## src/design/assert_macros.svh

```systemverilog
// Assertion macros shared by the evaluator RTL.
`ifndef ASSERT_MACROS_SVH
`define ASSERT_MACROS_SVH

// Same-cycle implication, disabled while reset is asserted
`define GFH_ASSERT_NOW(label, clk, rst_n, ante, cons) \
	label: assert property (@(posedge clk) disable iff (!rst_n) (ante) |-> (cons)) \
		else $error("assertion failed: same-cycle check");

// Next-cycle implication, disabled while reset is asserted
`define GFH_ASSERT_NEXT(label, clk, rst_n, ante, cons) \
	label: assert property (@(posedge clk) disable iff (!rst_n) (ante) |=> (cons)) \
		else $error("assertion failed: next-cycle check");

`endif

```

## src/design/gfh_pkg.sv

```systemverilog
// Shared constants and types of the GF(2^k) Horner evaluator.
package gfh_pkg;

	// width of the field element ports
	localparam int DATA_W = 32;

	// default field size
	localparam int FIELD_BITS_DEF = 32;

	// configuration address width, one 32-bit register per word
	localparam int ADDR_W = 3;

	// reset value of the modulus: x^32 + x^7 + x^3 + x^2 + 1
	localparam logic [DATA_W-1:0] MODULUS_RESET = 32'd141;

	// register indexes
	typedef enum logic [0:0] {
		REG_MODULUS_LOW = 1'b0
	} gfh_reg_t;

endpackage

```

## src/design/gfh_if.sv

```systemverilog
// Stream interfaces for coefficient items and result items.
interface gfh_in_if;
	logic                        valid;
	logic                        ready;
	logic [gfh_pkg::DATA_W-1:0]  point;
	logic [gfh_pkg::DATA_W-1:0]  coefficient;
	logic                        first_coef;
	logic                        last_coef;

	modport source (output valid, output point, output coefficient,
		output first_coef, output last_coef, input ready);
	modport sink (input valid, input point, input coefficient,
		input first_coef, input last_coef, output ready);
endinterface

interface gfh_out_if;
	logic                        valid;
	logic                        ready;
	logic [gfh_pkg::DATA_W-1:0]  value;

	modport source (output valid, output value, input ready);
	modport sink (input valid, input value, output ready);
endinterface

```

## src/design/gf2k_horner_polynomial_evaluator_core.sv

```systemverilog
// Horner evaluator over GF(2^k), highest degree first. An item enters an input register;
// when it leaves, the multiply by the point, reduction and coefficient XOR update the
// accumulator, and a last item loads its result into the output register. Items are taken
// back to back at one per cycle unless a held result or a table rebuild stalls the input.
// The loop that sets the clock is accumulator -> carry-less multiply -> table
// reduction -> XOR. After reset and after every write of the modulus register the reduction
// table is rebuilt, one entry per cycle; item.ready stays low while that happens.
`include "assert_macros.svh"

module gf2k_horner_polynomial_evaluator_core #(
	parameter int FIELD_BITS = gfh_pkg::FIELD_BITS_DEF
) (
	input  logic                         clk,
	input  logic                         arst_n,
	input  logic                         psel,
	input  logic                         penable,
	input  logic                         pwrite,
	input  logic [gfh_pkg::ADDR_W-1:0]   paddr,
	input  logic [gfh_pkg::DATA_W-1:0]   pwdata,
	output logic [gfh_pkg::DATA_W-1:0]   prdata,
	output logic                         pready,
	gfh_in_if.sink                       item,
	gfh_out_if.source                    result
);

	localparam int FB    = FIELD_BITS;
	localparam int DW    = gfh_pkg::DATA_W;
	localparam int WIDE  = (FB > DW) ? FB : DW;
	localparam int TAB_D = FB - 1;

	gfh_pkg::gfh_reg_t reg_idx;
	logic              cfg_wr;
	logic [DW-1:0]     modulus_q;
	logic              start_q;
	logic              tab_busy;
	logic [FB-1:0]     tbl [TAB_D];
	logic [WIDE-1:0]   low_wide;
	logic [FB-1:0]     low_m;

	logic [WIDE-1:0]   point_wide;
	logic [WIDE-1:0]   coef_wide;
	logic              valid_s1;
	logic [FB-1:0]     point_s1;
	logic [FB-1:0]     coef_s1;
	logic              first_s1;
	logic              last_s1;
	logic              s1_go;
	logic              accept;

	logic [FB-1:0]     acc_q;
	logic [FB-1:0]     acc_in;
	logic [FB-1:0]     prod_red;
	logic [FB-1:0]     acc_next;
	logic [WIDE-1:0]   acc_wide;
	logic              result_valid_q;
	logic [DW-1:0]     value_q;

	// configuration port
	assign pready  = 1'b1;
	assign reg_idx = gfh_pkg::gfh_reg_t'(paddr[gfh_pkg::ADDR_W-1]);
	assign cfg_wr  = psel & penable & pwrite & pready;

	always_comb begin
		unique case (reg_idx)
			gfh_pkg::REG_MODULUS_LOW: prdata = modulus_q;
			default:                  prdata = '0;
		endcase
	end

	// hold the modulus and request a table rebuild on each modulus write
	always_ff @(posedge clk or negedge arst_n) begin
		if (!arst_n) begin
			modulus_q <= gfh_pkg::MODULUS_RESET;
			start_q   <= 1'b1;
		end else begin
			start_q <= 1'b0;
			if (cfg_wr && reg_idx == gfh_pkg::REG_MODULUS_LOW) begin
				modulus_q <= pwdata;
				start_q   <= 1'b1;
			end
		end
	end

	assign low_wide = WIDE'(modulus_q);
	assign low_m    = low_wide[FB-1:0];

	gfh_redtab #(
		.FIELD_BITS (FB)
	) u_redtab (
		.clk    (clk),
		.arst_n (arst_n),
		.start  (start_q),
		.low    (low_m),
		.busy   (tab_busy),
		.tbl    (tbl)
	);

	// input register
	assign s1_go     = valid_s1 & (~last_s1 | ~result_valid_q | result.ready);
	assign item.ready = ~tab_busy & (~valid_s1 | s1_go);
	assign accept    = item.valid & item.ready;

	assign point_wide = WIDE'(item.point);
	assign coef_wide  = WIDE'(item.coefficient);

	always_ff @(posedge clk or negedge arst_n) begin
		if (!arst_n) begin
			valid_s1 <= 1'b0;
		end else if (accept) begin
			valid_s1 <= 1'b1;
		end else if (s1_go) begin
			valid_s1 <= 1'b0;
		end
	end

	always_ff @(posedge clk) begin
		if (accept) begin
			point_s1 <= point_wide[FB-1:0];
			coef_s1  <= coef_wide[FB-1:0];
			first_s1 <= item.first_coef;
			last_s1  <= item.last_coef;
		end
	end

	// Horner step: acc * point mod m, then add the coefficient
	assign acc_in = first_s1 ? '0 : acc_q;

	gfh_mulred #(
		.FIELD_BITS (FB)
	) u_mulred (
		.a   (acc_in),
		.b   (point_s1),
		.tbl (tbl),
		.r   (prod_red)
	);

	assign acc_next = prod_red ^ coef_s1;
	assign acc_wide = WIDE'(acc_next);

	// advance the accumulator and load a result on the last item
	always_ff @(posedge clk or negedge arst_n) begin
		if (!arst_n) begin
			acc_q          <= '0;
			result_valid_q <= 1'b0;
		end else begin
			if (s1_go) begin
				acc_q <= acc_next;
			end
			if (s1_go && last_s1) begin
				result_valid_q <= 1'b1;
			end else if (result.ready) begin
				result_valid_q <= 1'b0;
			end
		end
	end

	always_ff @(posedge clk) begin
		if (s1_go && last_s1) begin
			value_q <= acc_wide[DW-1:0];
		end
	end

	assign result.valid = result_valid_q;
	assign result.value = value_q;

	// a new result comes only from a last item leaving the input register
	`GFH_ASSERT_NOW(a_result_from_last, clk, arst_n,
		result.valid && !$past(result.valid), $past(valid_s1 && last_s1 && s1_go))

	// a blocked last item keeps further items out
	`GFH_ASSERT_NOW(a_blocked_last_holds, clk, arst_n,
		valid_s1 && last_s1 && result.valid && !result.ready, !accept)

	// a modulus write stalls input while the table rebuilds
	`GFH_ASSERT_NEXT(a_cfg_stalls_input, clk, arst_n,
		cfg_wr && reg_idx == gfh_pkg::REG_MODULUS_LOW, !item.ready)

endmodule

```

## src/design/gfh_mulred.sv

```systemverilog
// Carry-less multiply of two field elements and reduction by a power table.
module gfh_mulred #(
	parameter int FIELD_BITS = gfh_pkg::FIELD_BITS_DEF
) (
	input  logic [FIELD_BITS-1:0] a,
	input  logic [FIELD_BITS-1:0] b,
	input  logic [FIELD_BITS-1:0] tbl [FIELD_BITS-1],
	output logic [FIELD_BITS-1:0] r
);

	localparam int PW = 2 * FIELD_BITS - 1;

	logic [PW-1:0] prod;

	// XOR the shifted partial products
	always_comb begin
		prod = '0;
		for (int i = 0; i < FIELD_BITS; i++) begin
			if (b[i]) begin
				prod = prod ^ (PW'(a) << i);
			end
		end
	end

	// fold each high product bit back through x^(k+j) mod m
	always_comb begin
		r = prod[FIELD_BITS-1:0];
		for (int j = 0; j < FIELD_BITS - 1; j++) begin
			if (prod[FIELD_BITS + j]) begin
				r = r ^ tbl[j];
			end
		end
	end

endmodule

```

## src/design/gfh_redtab.sv

```systemverilog
// Builds the reduction table x^(k+j) mod m, one entry per cycle.
module gfh_redtab #(
	parameter int FIELD_BITS = gfh_pkg::FIELD_BITS_DEF
) (
	input  logic                  clk,
	input  logic                  arst_n,
	input  logic                  start,
	input  logic [FIELD_BITS-1:0] low,
	output logic                  busy,
	output logic [FIELD_BITS-1:0] tbl [FIELD_BITS-1]
);

	localparam int TAB_D = FIELD_BITS - 1;
	localparam int CNT_W = $clog2(TAB_D + 1);

	logic                  busy_q;
	logic [CNT_W-1:0]      cnt_q;
	logic [FIELD_BITS-1:0] pow_q;
	logic [FIELD_BITS-1:0] pow_next;
	logic [FIELD_BITS-1:0] tbl_q [TAB_D];

	// multiply the current power by x and reduce
	assign pow_next = {pow_q[FIELD_BITS-2:0], 1'b0} ^ (pow_q[FIELD_BITS-1] ? low : '0);

	// sequence the build
	always_ff @(posedge clk or negedge arst_n) begin
		if (!arst_n) begin
			busy_q <= 1'b0;
			cnt_q  <= '0;
		end else if (start) begin
			busy_q <= 1'b1;
			cnt_q  <= '0;
		end else if (busy_q) begin
			cnt_q <= cnt_q + 1'b1;
			if (cnt_q == CNT_W'(TAB_D - 1)) begin
				busy_q <= 1'b0;
			end
		end
	end

	// shift powers into the table, lowest power ends at entry zero
	always_ff @(posedge clk) begin
		if (start) begin
			pow_q <= low;
		end else if (busy_q) begin
			pow_q <= pow_next;
			for (int j = 0; j < TAB_D - 1; j++) begin
				tbl_q[j] <= tbl_q[j + 1];
			end
			tbl_q[TAB_D-1] <= pow_q;
		end
	end

	assign busy = start | busy_q;
	assign tbl  = tbl_q;

endmodule

```

## src/flat_wrapper.sv

```systemverilog
// flat-port wrapper written by rule: the top's interface ports become plain ports
module gf2k_horner_polynomial_evaluator_core_flat 
#(
	parameter int FIELD_BITS = gfh_pkg::FIELD_BITS_DEF
)
  (clk, arst_n, psel, penable, pwrite, paddr, pwdata, prdata, pready, item_valid, item_point, item_coefficient, item_first_coef, item_last_coef, item_ready, result_valid, result_value, result_ready);
  gfh_in_if item_i ();
  gfh_out_if result_i ();
  input  logic clk;
  input  logic arst_n;
  input  logic psel;
  input  logic penable;
  input  logic pwrite;
  input  logic [gfh_pkg::ADDR_W-1:0] paddr;
  input  logic [gfh_pkg::DATA_W-1:0] pwdata;
  output logic [gfh_pkg::DATA_W-1:0] prdata;
  output logic pready;
  input wire logic [$bits(item_i.valid)-1:0] item_valid;
  input wire logic [$bits(item_i.point)-1:0] item_point;
  input wire logic [$bits(item_i.coefficient)-1:0] item_coefficient;
  input wire logic [$bits(item_i.first_coef)-1:0] item_first_coef;
  input wire logic [$bits(item_i.last_coef)-1:0] item_last_coef;
  output wire logic [$bits(item_i.ready)-1:0] item_ready;
  output wire logic [$bits(result_i.valid)-1:0] result_valid;
  output wire logic [$bits(result_i.value)-1:0] result_value;
  input wire logic [$bits(result_i.ready)-1:0] result_ready;
  assign item_i.valid = item_valid;
  assign item_i.point = item_point;
  assign item_i.coefficient = item_coefficient;
  assign item_i.first_coef = item_first_coef;
  assign item_i.last_coef = item_last_coef;
  assign item_ready = item_i.ready;
  assign result_valid = result_i.valid;
  assign result_value = result_i.value;
  assign result_i.ready = result_ready;
  gf2k_horner_polynomial_evaluator_core #(.FIELD_BITS(FIELD_BITS)) u_core (.clk(clk), .arst_n(arst_n), .psel(psel), .penable(penable), .pwrite(pwrite), .paddr(paddr), .pwdata(pwdata), .prdata(prdata), .pready(pready), .item(item_i), .result(result_i));
endmodule
```

## config.mk

```make
export PLATFORM = sky130hd
export DESIGN_NAME = gf2k_horner_polynomial_evaluator_core_flat
export DESIGN_NICKNAME = d
export VERILOG_FILES = /design/src/design/gfh_pkg.sv /design/src/design/gfh_if.sv /design/src/design/gf2k_horner_polynomial_evaluator_core.sv /design/src/design/gfh_mulred.sv /design/src/design/gfh_redtab.sv /design/src/flat_wrapper.sv
export VERILOG_INCLUDE_DIRS = /design/src /design/src/design
export SDC_FILE = /design/constraint.sdc
export NUM_CORES = 2
export LEC_CHECK = 0
export BUFFER_PORTS_ARGS = -buffer_cell sky130_fd_sc_hd__buf_2
export CAP_MARGIN = 0
export CORE_AREA = 2 2 368 516
export DETAILED_ROUTE_END_ITERATION = 10
export DIE_AREA = 0 0 370 518
export MAX_ROUTING_LAYER = met4
export PLACE_DENSITY = 0.6
export SLEW_MARGIN = 0
export SYNTH_ARGS = -nofsm -noshare
export SYNTH_HDL_FRONTEND = slang
export SYNTH_SLANG_ARGS = --single-unit
```

## constraint.sdc

```tcl
create_clock -name clk -period 101 [get_ports clk]
set_clock_uncertainty 0.15 [all_clocks]
set_input_delay 10.1 -clock clk [delete_from_list [all_inputs] [get_ports clk]]
set_output_delay 10.1 -clock clk [all_outputs]
set_load 0.02 [all_outputs]
```

==> flow_summary.toml <==
[routing]
num_vias = 42200
wl_per_cell_um = 22.9
ant_nets = 0
wirelength_mm = 195
firstDrtPassIters = 5
drt_iter0_drc = 4536
vias_per_cell = 4.95
drc_errors = 0

[critical_path]
startpoint = "paddr[2]"
critical-path-slowest-cell = "buf_2"
critical_path_class = "input pin to output port"
critPathMaxStageDelay_ps = 450
worstSetupEndpointType = "output port"
arrival_ps = 10840
path_max_fanout = 33
required_ps = 90750
critPathMostFrequentCell = "buf_2"
worst_r2r_path_depth = 14
crit_chain = "buf_2 -> nor2b_1 -> buf_2"
cp-start-kind = "input pin"
timing.rr.start = "u_core.point_s1[28]"
r2r_slack_ps = 94790

[global_route]
grt_pass1_wl_mm = 285
grt_max_degree = 171
groute.usage.overall_pct = 20.7
grt_antenna_before_repair = 12
grt_pass1_vias = 41300
grt-ovfl-total = 0

[yosys]
synth.avg_cell_area_um2 = 11.2
synth-compound-area-share_pct = 0.818
netlist_instances = 5841
synth_top_area_cell = "edfxtp_1"
yosysTopAreaCellShare_pct = 51.7
synth_edf_count = 1122
synthAdderAreaFrac_pct = 0.0384
synth_top_family_by_area = "XOR/XNOR gates"
synthTopCellsByArea = "edfxtp_1 (52%), xnor2_1 (17%), nand2_1 (12%), xor2_1 (6.0%), xnor3_1 (4.3%)"
synth_nets = 5951
synthArstFlopShare_pct = 6.11
synth_xor_area_share_pct = 27.7
ys_warn_count = 0
netlist_top_cells_count = "nand2_1 (2097), xnor2_1 (1282), edfxtp_1 (1122)"
syn_area_um2 = 65100
ys_ff_latch = 1195
synth-simple-area-share_pct = 13.8
muxShareOfSynthArea_pct = 0.553
synth-main-ff-cell = "edfxtp_1"
synth_most_common_cell = "nand2_1"
synth_cell_types = 41
ys_seq_area_share_pct = 54.5

[floorplan]
die_h_um = 518
core_um2 = 187000
die_area_um2 = 192000
die_width_um = 370
start_util_pct = 34.8
ioPinCount = 175
std_cell_rows = 188

[clock_tree]
clk_pin_slew_ps = 60
hold_buffers = 0
insertion_delay_ps = 800
root_buffer = "clkbuf_16"
cts_setup_buffers = 0
cts_tree = "yes"
cts_max_level = 4
cts_resized = 0
cts.sinks = 1195
clockBufferDepth = 3
numCtsBuffers = 130

[finish]
area_growth_pct = 11.9
multi_input_area_um2 = 28000
fin_nets = 6060
drive_above_1_share_pct = 9.38
fin_area_um2 = 72900
final_cells = 8524
seq_area_um2 = 35500
fill_cells = 17900

[timing]
setup_viol = 0
fin_setup_tns_ps = 0
min_period_over_period_pct = 20.9
slew_headroom_pct = 20.6
hold_violations = 0
grt_setup_unrepaired = "no"
drv_slew = 0
worstMarginPinSlew_ps = 1180
min_period_ps = 21090
fmax_mhz = 47.4

[worst_hold_path]
hp-start = "u_core.u_redtab.tbl[677]"
min_path_cells = 0
hold_class = "register to register"

[placement]
post-dp-hpwl_mm = 120
placedCellCount = 8288
place_congestion = 0.813
io_buffer_count = 171
place_area_um2 = 68600

[job]
cap_violations = 0

[run_status]
status = "finished, final reports clean"
==> cell families (layout without fill, tap and decap cells) <==
group,count (synthesis),count (layout)
muxes,32,32
DFF,1195,1195
adders and majority gates,2,2
AOI/OAI and AO/OA,100,100
other,1,7
buffers and inverters,340,547
and+or+nand+nor,2314,2314
xor gates and xnor gates,1857,1857
==> registers in the layout, indices dropped and copies added, names as in the netlist <==
name	flops
u_core.result.value	32
u_core.u_redtab.pow_q	32
u_core.u_redtab.cnt_q	5
u_core.valid_s1	1
u_core.last_s1	1
u_core.acc_q	32
u_core.low_m	32
u_core.coef_s1	32
u_core.u_redtab.busy_q	1
u_core.point_s1	32
u_core.result.valid	1
u_core.first_s1	1
u_core.u_redtab.tbl	992
u_core.start_q	1
==> worst paths after layout <==
kind | end
setup / recovery | prdata[22]
min in group asynchronous | u_core.u_redtab.busy_q
hold / removal | u_core.u_redtab.tbl[709]
setup reg to reg | u_core.acc_q[6]
max in group asynchronous | u_core.acc_q[28]
hold reg to reg | u_core.u_redtab.tbl[709]
==> metrics by stage <==
stage	util, %	worst slack [ps]	hold slack [ps]
after floorplan	-	54470	268
after global placement	36.7	79940	274
after detailed placement	36.7	79890	279
after CTS	39.0	79880	282
after global routing	39.0	79800	291
final	39.0	79910	283
==> final cells by class <==
| type | instances | share of cell area [%] |
|---|---|---|
| diodes | 6 | 0.0206 |
| clock buffers | 158 | 4.74 |
| clock inverters | 72 | 1.14 |
| inverters | 5 | 0.0257 |
| multi-input cells | 4306 | 38.4 |
| flip-flops and latches | 1195 | 48.7 |
| well taps | 2470 | 4.24 |
| repair buffers | 312 | 2.66 |
==> per-layer routing <==
metal / global-route usage (%) / routed length, um / share of wire [%]
met2: 32.4 / 90200 / 46
met4: 8.29 / 8670 / 4.4
met3: 2.99 / 14300 / 7.3
met1: 27.1 / 82300 / 42
met5: - / 0 / 0
==> worst max-delay path: cells and delay by family <==
family | cells | cell delay [ps]
buffers and inverters | 2 | 630
and+or+nand+nor | 1 | 100
==> layout by cell type (no fill, tap or decap), drive strengths merged, types with 12 or more instances in the layout <==
master,instances
xnor2,1285
and2,18
mux2,32
dfrtp,68
clkbuf,158
nor2b,39
nand3,36
a21oi,60
edfxtp,1122
buf,312
nand2,2097
nor3b,12
o21ai,31
xor2,446
nor2,91
inv,12
xnor3,124
clkinv,47
Power is left out: the tool's default activity adds up to more than one toggle a clock period on the data nets, which glitch-free logic cannot reach.
